**src/rtl/core/lhws_pkg.sv**
```systemverilog
// line hash package: payload types, character codes and white_mode codes
// used by the channel interfaces and by line_hash_whitespace_modes_top
// no dependencies
package lhws_pkg;

	// payload field types
	typedef logic [7:0]         byte_t;
	typedef logic signed [16:0] hash_t;
	typedef logic [11:0]        len_t;
	typedef logic [1:0]         wmode_t;
	typedef logic [3:0]         shamt_t;

	// default maximum line length, including the stored newline slot
	localparam int MAX_LINE_DEF = 4096;

	// character codes
	localparam byte_t CH_NEWLINE = 8'h0A;
	localparam byte_t CH_SPACE   = 8'h20;
	localparam byte_t CH_WS_LO   = 8'h09;
	localparam byte_t CH_WS_HI   = 8'h0D;

	// shift advance per kept byte
	localparam shamt_t SHIFT_STEP = 4'd7;

	// running sum value at the start of a line
	localparam logic [31:0] SUM_INIT = 32'd1;

	// white_mode codes; the unused code behaves as strip
	localparam wmode_t WM_ALL      = 2'd0;
	localparam wmode_t WM_COALESCE = 2'd1;
	localparam wmode_t WM_STRIP    = 2'd2;

endpackage

```
**src/rtl/core/lhws_if.sv**
```systemverilog
// valid/ready channel interfaces for the line hash block
// depends on lhws_pkg for the payload types
interface lhws_in_if import lhws_pkg::*; ();
	logic  valid;
	logic  ready;
	byte_t byte_value;
	logic  end_of_input;

	modport source (output valid, output byte_value, output end_of_input, input ready);
	modport sink   (input valid, input byte_value, input end_of_input, output ready);
endinterface

interface lhws_out_if import lhws_pkg::*; ();
	logic  valid;
	logic  ready;
	hash_t line_hash;
	len_t  stored_length;

	modport source (output valid, output line_hash, output stored_length, input ready);
	modport sink   (input valid, input line_hash, input stored_length, output ready);
endinterface

```
**src/rtl/core/line_hash_whitespace_modes_top.sv**
```systemverilog
// line hash for diff matching: one byte per item in, one folded hash per line out
// depends on lhws_pkg and on the lhws_in_if / lhws_out_if channel interfaces
//
// usage
//   in_item carries byte_value and end_of_input; out_item carries line_hash
//   and stored_length. both are valid/ready channels, an item moves when
//   valid and ready are high at a rising clk edge.
//   cfg_we/cfg_data write white_mode; write it only while the block is idle.
//   a result appears for each newline and for end_of_input after a partial
//   line; an end_of_input with nothing pending gives no result.
// timing
//   one item per cycle sustained while out_item is not stalled. an accepted
//   item sits in the input stage and is hashed into the result register
//   when it advances. the per-byte sum update and the fold form the longest
//   path (32-bit add then 17-bit fold).
// reset and stall
//   arst_n clears both stages, white_mode to hash-all, and the line state
//   (sum 1, shift 0). when out_item is stalled the result register holds and
//   the input stage fills; in_item.ready drops only when both are full.
module line_hash_whitespace_modes_top
	import lhws_pkg::*;
#(
	parameter int MAX_LINE = MAX_LINE_DEF
) (
	input  logic              clk,
	input  logic              arst_n,
	input  logic              cfg_we,
	input  wmode_t            cfg_data,
	lhws_in_if.sink           in_item,
	lhws_out_if.source        out_item
);

	localparam int CNT_W = $clog2(MAX_LINE);
	localparam logic [CNT_W-1:0] CNT_FULL = CNT_W'(MAX_LINE - 1);

	// fold: low16 + signed high16, then once more with the floor of the carry
	function automatic hash_t fold_sum(input logic [31:0] sum);
		logic signed [17:0] s;
		logic signed [17:0] r;
		s = $signed({2'b00, sum[15:0]}) + 18'(signed'(sum[31:16]));
		r = 18'(signed'(s[15:0])) + (s >>> 16);
		return hash_t'(r);
	endfunction

	// configuration register
	wmode_t wmode_q;
	always_ff @(posedge clk or negedge arst_n) begin
		if (!arst_n) begin
			wmode_q <= WM_ALL;
		end else if (cfg_we) begin
			wmode_q <= cfg_data;
		end
	end

	// input stage
	logic  valid_s1;
	byte_t byte_s1;
	logic  eoi_s1;
	logic  out_valid_q;
	logic  advance;

	assign advance       = valid_s1 && (!out_valid_q || out_item.ready);
	assign in_item.ready = !valid_s1 || advance;

	always_ff @(posedge clk or negedge arst_n) begin
		if (!arst_n) begin
			valid_s1 <= 1'b0;
		end else if (in_item.ready) begin
			valid_s1 <= in_item.valid;
		end
	end

	always_ff @(posedge clk) begin
		if (in_item.valid && in_item.ready) begin
			byte_s1 <= in_item.byte_value;
			eoi_s1  <= in_item.end_of_input;
		end
	end

	// line state
	logic [31:0]      sum_q;
	shamt_t           shift_q;
	logic             space_q;
	logic [CNT_W-1:0] count_q;
	logic             discard_q;

	// per-byte hash logic
	logic             is_white;
	logic             keep;
	shamt_t           shift_eff;
	logic [31:0]      sum_add;
	logic [CNT_W-1:0] count_inc;
	logic             is_nl;

	assign is_white  = (byte_s1 == CH_SPACE) || (byte_s1 >= CH_WS_LO && byte_s1 <= CH_WS_HI);
	assign keep      = (wmode_q == WM_ALL) || !is_white;
	assign shift_eff = (wmode_q == WM_COALESCE && space_q) ? shift_q + SHIFT_STEP : shift_q;
	assign sum_add   = sum_q + ({24'd0, byte_s1} << shift_eff);
	assign count_inc = count_q + 1'b1;
	assign is_nl     = (byte_s1 == CH_NEWLINE);

	// next state and result selection
	logic             emit;
	hash_t            emit_hash;
	len_t             emit_len;
	logic             clear;
	logic [31:0]      sum_d;
	shamt_t           shift_d;
	logic             space_d;
	logic [CNT_W-1:0] count_d;
	logic             discard_d;

	always_comb begin
		emit      = 1'b0;
		emit_hash = fold_sum(sum_q);
		emit_len  = len_t'(count_q);
		clear     = 1'b0;
		sum_d     = sum_q;
		shift_d   = shift_q;
		space_d   = space_q;
		count_d   = count_q;
		discard_d = discard_q;
		if (eoi_s1) begin
			emit  = (count_q != '0) || discard_q;
			clear = 1'b1;
		end else if (discard_q) begin
			emit  = is_nl;
			clear = is_nl;
		end else begin
			// hash one byte
			if (keep) begin
				sum_d   = sum_add;
				shift_d = shift_eff + SHIFT_STEP;
			end
			if (wmode_q != WM_ALL) begin
				space_d = is_white;
			end
			count_d = count_inc;
			if (is_nl) begin
				emit      = 1'b1;
				emit_hash = fold_sum(sum_d);
				emit_len  = len_t'(count_inc);
				clear     = 1'b1;
			end else if (count_inc >= CNT_FULL) begin
				discard_d = 1'b1;
			end
		end
	end

	always_ff @(posedge clk or negedge arst_n) begin
		if (!arst_n) begin
			sum_q     <= SUM_INIT;
			shift_q   <= '0;
			space_q   <= 1'b0;
			count_q   <= '0;
			discard_q <= 1'b0;
		end else if (advance) begin
			if (clear) begin
				sum_q     <= SUM_INIT;
				shift_q   <= '0;
				space_q   <= 1'b0;
				count_q   <= '0;
				discard_q <= 1'b0;
			end else begin
				sum_q     <= sum_d;
				shift_q   <= shift_d;
				space_q   <= space_d;
				count_q   <= count_d;
				discard_q <= discard_d;
			end
		end
	end

	// result register
	hash_t hash_q;
	len_t  len_q;

	always_ff @(posedge clk or negedge arst_n) begin
		if (!arst_n) begin
			out_valid_q <= 1'b0;
		end else if (advance) begin
			out_valid_q <= emit;
		end else if (out_item.ready) begin
			out_valid_q <= 1'b0;
		end
	end

	always_ff @(posedge clk) begin
		if (advance && emit) begin
			hash_q <= emit_hash;
			len_q  <= emit_len;
		end
	end

	assign out_item.valid         = out_valid_q;
	assign out_item.line_hash     = hash_q;
	assign out_item.stored_length = len_q;

	// checks
	a_eoi_clears: assert property (@(posedge clk) disable iff (!arst_n)
		(advance && eoi_s1) |=> (count_q == '0 && sum_q == SUM_INIT && !discard_q))
		else $error("line state not cleared after end of input");

	a_discard_full: assert property (@(posedge clk) disable iff (!arst_n)
		discard_q |-> (count_q == CNT_FULL))
		else $error("discarding with a line that is not full");

	a_result_source: assert property (@(posedge clk) disable iff (!arst_n)
		$rose(out_valid_q) |-> $past(advance))
		else $error("result appeared without a processed item");

	a_stall_holds_input: assert property (@(posedge clk) disable iff (!arst_n)
		(valid_s1 && !advance) |=> (valid_s1 && $stable(byte_s1) && $stable(eoi_s1)))
		else $error("input stage lost an item while stalled");

endmodule

```
**src/flat_wrapper.sv**
```systemverilog
// flat-port wrapper written by rule: the top's interface ports become plain ports
module line_hash_whitespace_modes_top_flat import lhws_pkg::*;
#(
	parameter int MAX_LINE = MAX_LINE_DEF
)
  (clk, arst_n, cfg_we, cfg_data, in_item_valid, in_item_byte_value, in_item_end_of_input, in_item_ready, out_item_valid, out_item_line_hash, out_item_stored_length, out_item_ready);
  lhws_in_if in_item_i ();
  lhws_out_if out_item_i ();
  input  logic clk;
  input  logic arst_n;
  input  logic cfg_we;
  input  wmode_t cfg_data;
  input wire logic [$bits(in_item_i.valid)-1:0] in_item_valid;
  input wire logic [$bits(in_item_i.byte_value)-1:0] in_item_byte_value;
  input wire logic [$bits(in_item_i.end_of_input)-1:0] in_item_end_of_input;
  output wire logic [$bits(in_item_i.ready)-1:0] in_item_ready;
  output wire logic [$bits(out_item_i.valid)-1:0] out_item_valid;
  output wire logic [$bits(out_item_i.line_hash)-1:0] out_item_line_hash;
  output wire logic [$bits(out_item_i.stored_length)-1:0] out_item_stored_length;
  input wire logic [$bits(out_item_i.ready)-1:0] out_item_ready;
  assign in_item_i.valid = in_item_valid;
  assign in_item_i.byte_value = in_item_byte_value;
  assign in_item_i.end_of_input = in_item_end_of_input;
  assign in_item_ready = in_item_i.ready;
  assign out_item_valid = out_item_i.valid;
  assign out_item_line_hash = out_item_i.line_hash;
  assign out_item_stored_length = out_item_i.stored_length;
  assign out_item_i.ready = out_item_ready;
  line_hash_whitespace_modes_top #(.MAX_LINE(MAX_LINE)) u_core (.clk(clk), .arst_n(arst_n), .cfg_we(cfg_we), .cfg_data(cfg_data), .in_item(in_item_i), .out_item(out_item_i));
endmodule
```
**config.mk**
```make
export PLATFORM = sky130hd
export DESIGN_NAME = line_hash_whitespace_modes_top_flat
export DESIGN_NICKNAME = d
export VERILOG_FILES = /design/src/rtl/core/lhws_pkg.sv /design/src/rtl/core/lhws_if.sv /design/src/rtl/core/line_hash_whitespace_modes_top.sv /design/src/flat_wrapper.sv
export SDC_FILE = /design/constraint.sdc
export NUM_CORES = 1
export LEC_CHECK = 0
export ABC_AREA = 1
export BUFFER_PORTS_ARGS = -buffer_cell sky130_fd_sc_hd__buf_4
export CORE_MARGIN = 3
export CORE_UTILIZATION = 65
export CTS_BUF_LIST = sky130_fd_sc_hd__clkbuf_2 sky130_fd_sc_hd__clkbuf_4 sky130_fd_sc_hd__clkbuf_8
export DETAILED_ROUTE_END_ITERATION = 6
export HOLD_SLACK_MARGIN = 0.02
export PLACE_DENSITY = 0.82
export SYNTH_ARGS = -nofsm -noshare
export SYNTH_HDL_FRONTEND = slang
export SYNTH_SLANG_ARGS = --single-unit
```
**constraint.sdc**
```tcl
create_clock -name clk -period 8.1 [get_ports clk]
set_input_delay 0.81 -clock clk [delete_from_list [all_inputs] [get_ports clk]]
set_output_delay 0.81 -clock clk [all_outputs]
set_load 0.01 [all_outputs]
```
==> results by group <==
Floorplanning
  • Initial Utilization: 66.9%
  • Ports: 47
  • Core ar.: 14000 µm²
  • DIE HEIGHT: 126 µm
  • Die Wd: 126 µm
  • Die footprint: 15900 µm²
  • Rows: 43

Detailed routing
  • Via density: 5.84
  • Residual DRC count: 0
  • First drt pass iteration count: 5
  • Wirelength per Cell: 15.8 µm
  • First-iteration detailed-routing DRC count: 740
  • ANT nets after route: 0
  • Routed vias: 9086
  • Total wire length: 24600 µm

CTS
  • CTS tree: done
  • H-tree lvl count: 3
  • Num CTS Buffers: 9
  • # clock sinks: 92
  • Worst-Skew Late Latency: 0.40 ns
  • Worst-path clk slew: 0.12 ns
  • Clock buffer depth: 2
  • CTS root buf: clkbuf_8
  • Post-CTS setup buffer count: 0

Critical path
  • CP Capture Type: flop
  • Slowest CP cell: fa_1
  • CP Class: reg -> reg
  • Required time worst endpoint: 8.27 ns
  • Element type at the critical path start: flop
  • CP dominant cell by count: nand2_1
  • CP max stage delay: 0.42 ns
  • CP arrival: 7.50 ns
  • Critical Path Fanout Max: 16

Finish
  • Layout cells sized above 1: 12.0%
  • Area of the multi-input gates: 6020 µm²
  • FF+latch area: 2490 µm²
  • Layout area overhead: 7.71%
  • Final design utilization: 72.1%
  • Layout fillers: 1171
  • Antenna cells: 0
  • Final nets: 1477

Run status
  • Status: finished, final reports clean

Logic synthesis
  • Syn Std Cell Area: 9370 µm²
  • Synth unique cells: 58
  • Synth warnings: 0
  • Post-synthesis cell count: 1334
  • Synth Net Count: 1440
  • Synth Register Bits: 92
  • Syn Area/Cell: 7.02 µm²
  • Register area share after synthesis: 26.6%

STA
  • Max Slew Vio Count: 0
  • Fmax: 136 MHz
  • Setup TNS: 0 ns
  • Final hold viol count: 0
  • Worst clock skew: 0.0223 ns
  • Tcrit/Tclk final: 90.5%
  • Measured slew at the worst slew-check pin: 1.19 ns
  • Slew margin rel.: 20.5%
  • Setup Viol. Count Final: 0
  • Final period demand of the worst path: 7.33 ns
  • RSZ-0062 raised after global routing: no

Global route
  • Vias in the first global route: 8404
  • First-pass GRT wire length: 41000 µm
  • Initial antenna violation count: 0
  • All-Layer GR Usage: 31.5%
  • Largest net degree at the start of global routing: 55
  • Grt total ovfl: 0

Worst hold path
  • Worst hold-check path type: in -> async

Power and ir drop
  • Power Dens Cells: 349 nW/µm²
  • Leakage: 5.33 nW
  • Worst vdd ir: 221 µV
  • Total power: 3.52 mW

Place
  • GPL Wtd Cong: 0.988
  • Dpl hpwl: 19800 µm
  • Number of port buffers: 46

Job
  • Max_cap viols: 0
[cell families (layout without fill, tap and decap cells)]
family                     Yosys count  after routing  share of synthesized area [%]
and+or+nand+nor                    600            600                           29.8
AOI/OAI and AO/OA                  254            254                           15.0
buffers and inverters              228            270                           9.29
DFF                                 92             92                           26.6
adders and majority gates           90             90                           12.4
xor gates and xnor gates            66             66                           6.37
muxes                                4              4                          0.428
[final cells by class]
cell class | instances | area share [%]
Sequential cell | 92 | 24.7
Clock inverter | 7 | 0.794
Tap cell | 180 | 2.23
Timing Repair Buffer | 50 | 3.72
Inverter | 204 | 7.62
Multi-Input combinational cell | 1014 | 59.7
Clock buffer | 9 | 1.23
[cells in the final DEF, fill, tap and decap left out, types with 4 or more instances in the layout]
master / n
a21oi_1: 78
a31oi_1: 6
and2_1: 6
buf_4: 50
clkbuf_8: 9
dfrtp_1: 53
edfxtp_1: 38
fa_1: 5
ha_1: 85
inv_1: 183
inv_2: 19
mux2i_1: 4
nand2_1: 326
nand2_2: 17
nand2_4: 8
nand3_1: 75
nand3_2: 16
nand3b_1: 9
nand4_1: 16
nor2_1: 73
nor2_2: 9
nor3_1: 15
nor4_1: 6
o21ai_0: 116
o21ai_1: 4
o21bai_1: 6
o22ai_1: 18
o31ai_1: 5
or2_2: 13
xnor2_1: 8
xor2_1: 57
[repair_timing]
action                                  4_1_cts  5_1_grt
endpoints found under the setup margin        0       14
gates resized for setup                       0        5
hold buffers                                  0        0
[critical path, delay by kind of cell (launching register included)]
family	cells	cell delay, ns
buffers and inverters	8	0.98
adders and majority gates	6	1.88
and+or+nand+nor	20	2.14
AOI/OAI and AO/OA	9	1.36
DFF	1	0.37
xor gates and xnor gates	2	0.34
[registers in the layout, indices dropped and copies added, names as in the netlist]
register                       flops
u_core.out_item.stored_length     12
u_core.valid_s1                    1
u_core.space_q                     1
u_core.sum_q                      32
u_core.discard_q                   1
u_core.byte_s1                     8
u_core.wmode_q                     2
u_core.count_q                    12
u_core.out_item.valid              1
u_core.out_item.line_hash         17
u_core.shift_q                     4
u_core.eoi_s1                      1
[path summary, 6_finish.rpt]
kind	from	endpoint	slack, ns	depth (start not counted)
worst max-delay path	u_core.wmode_q[1]	u_core.out_item.line_hash[12]	0.77	45
worst min-delay path	arst_n	u_core.count_q[6]	0.43	1
worst max register to register	u_core.wmode_q[1]	u_core.out_item.line_hash[12]	0.77	45
worst min register to register	u_core.sum_q[0]	u_core.sum_q[0]	0.51	2
max in group asynchronous	arst_n	u_core.sum_q[13]	7.16	1
min in group clk	u_core.sum_q[0]	u_core.sum_q[0]	0.51	2
[power by group]
part | switching [mW] | total (mW) | leakage, nW | internal (mW)
sequential | 0.0905 | 0.674 | 1.09 | 0.584
clock | 0.196 | 0.319 | 0.0994 | 0.122
combinational | 1.67 | 2.52 | 4.14 | 0.853
total | 1.96 | 3.52 | 5.33 | 1.56
[per-layer routing]
| metal | vias to the layer above | wire [µm] | global-route usage (%) |
|---|---|---|---|
| li1 | 4479 | - | - |
| met1 | 4121 | 10500 | 43.0 |
| met2 | 417 | 11400 | 50.9 |
| met3 | 69 | 1830 | 4.75 |
| met4 | 0 | 883 | 12.1 |
| met5 | - | 0 | 0 |
[cell usage after synthesis, drive strengths merged]
library cell | count | area [µm²]
fa | 5 | 100
o21bai | 7 | 56.3
edfxtp | 38 | 1140
a31oi | 6 | 37.5
mux2i | 4 | 40.0
dfrtp | 53 | 1330
or4 | 2 | 15.0
nand2 | 351 | 1420
nand4 | 16 | 100
buf | 2 | 18.8
a21boi | 1 | 7.51
dfstp | 1 | 26.3
clkinv | 1 | 3.75
o311ai | 1 | 8.76
o21ai | 124 | 639
nand3 | 92 | 553
nor3b | 1 | 7.51
clkbuf | 22 | 82.6
a21o | 2 | 15.0
o31ai | 5 | 37.5
o211ai | 2 | 20.0
nor3 | 17 | 95.1
and2 | 6 | 37.5
nor4 | 6 | 37.5
a22o | 2 | 17.5
a211oi | 2 | 15.0
ha | 85 | 1060
xnor2 | 8 | 70.1
nor2 | 84 | 348
and3 | 1 | 6.26
inv | 203 | 764
o22ai | 18 | 113
o21a | 3 | 22.5
o221a | 1 | 11.3
xor2 | 58 | 527
nand3b | 10 | 87.6
or2 | 14 | 87.6
a21oi | 79 | 399
a32oi | 1 | 8.76
[through the flow]
step | setup slack, ns | area [µm²] | instances | hold slack (ns)
2_1_floorplan | 1.62 | 9370 | 1334 | 0.467
3_3_place_gp | 0.835 | 9870 | 1540 | 0.487
3_5_place_dp | 0.639 | 9870 | 1540 | 0.490
4_1_cts | 0.621 | 10100 | 1556 | 0.465
5_1_grt | 0.00159 | 10100 | 1556 | 0.489
6_report | 0.770 | 10100 | 1556 | 0.432
Note: power is estimated with default switching activity, not from simulation.
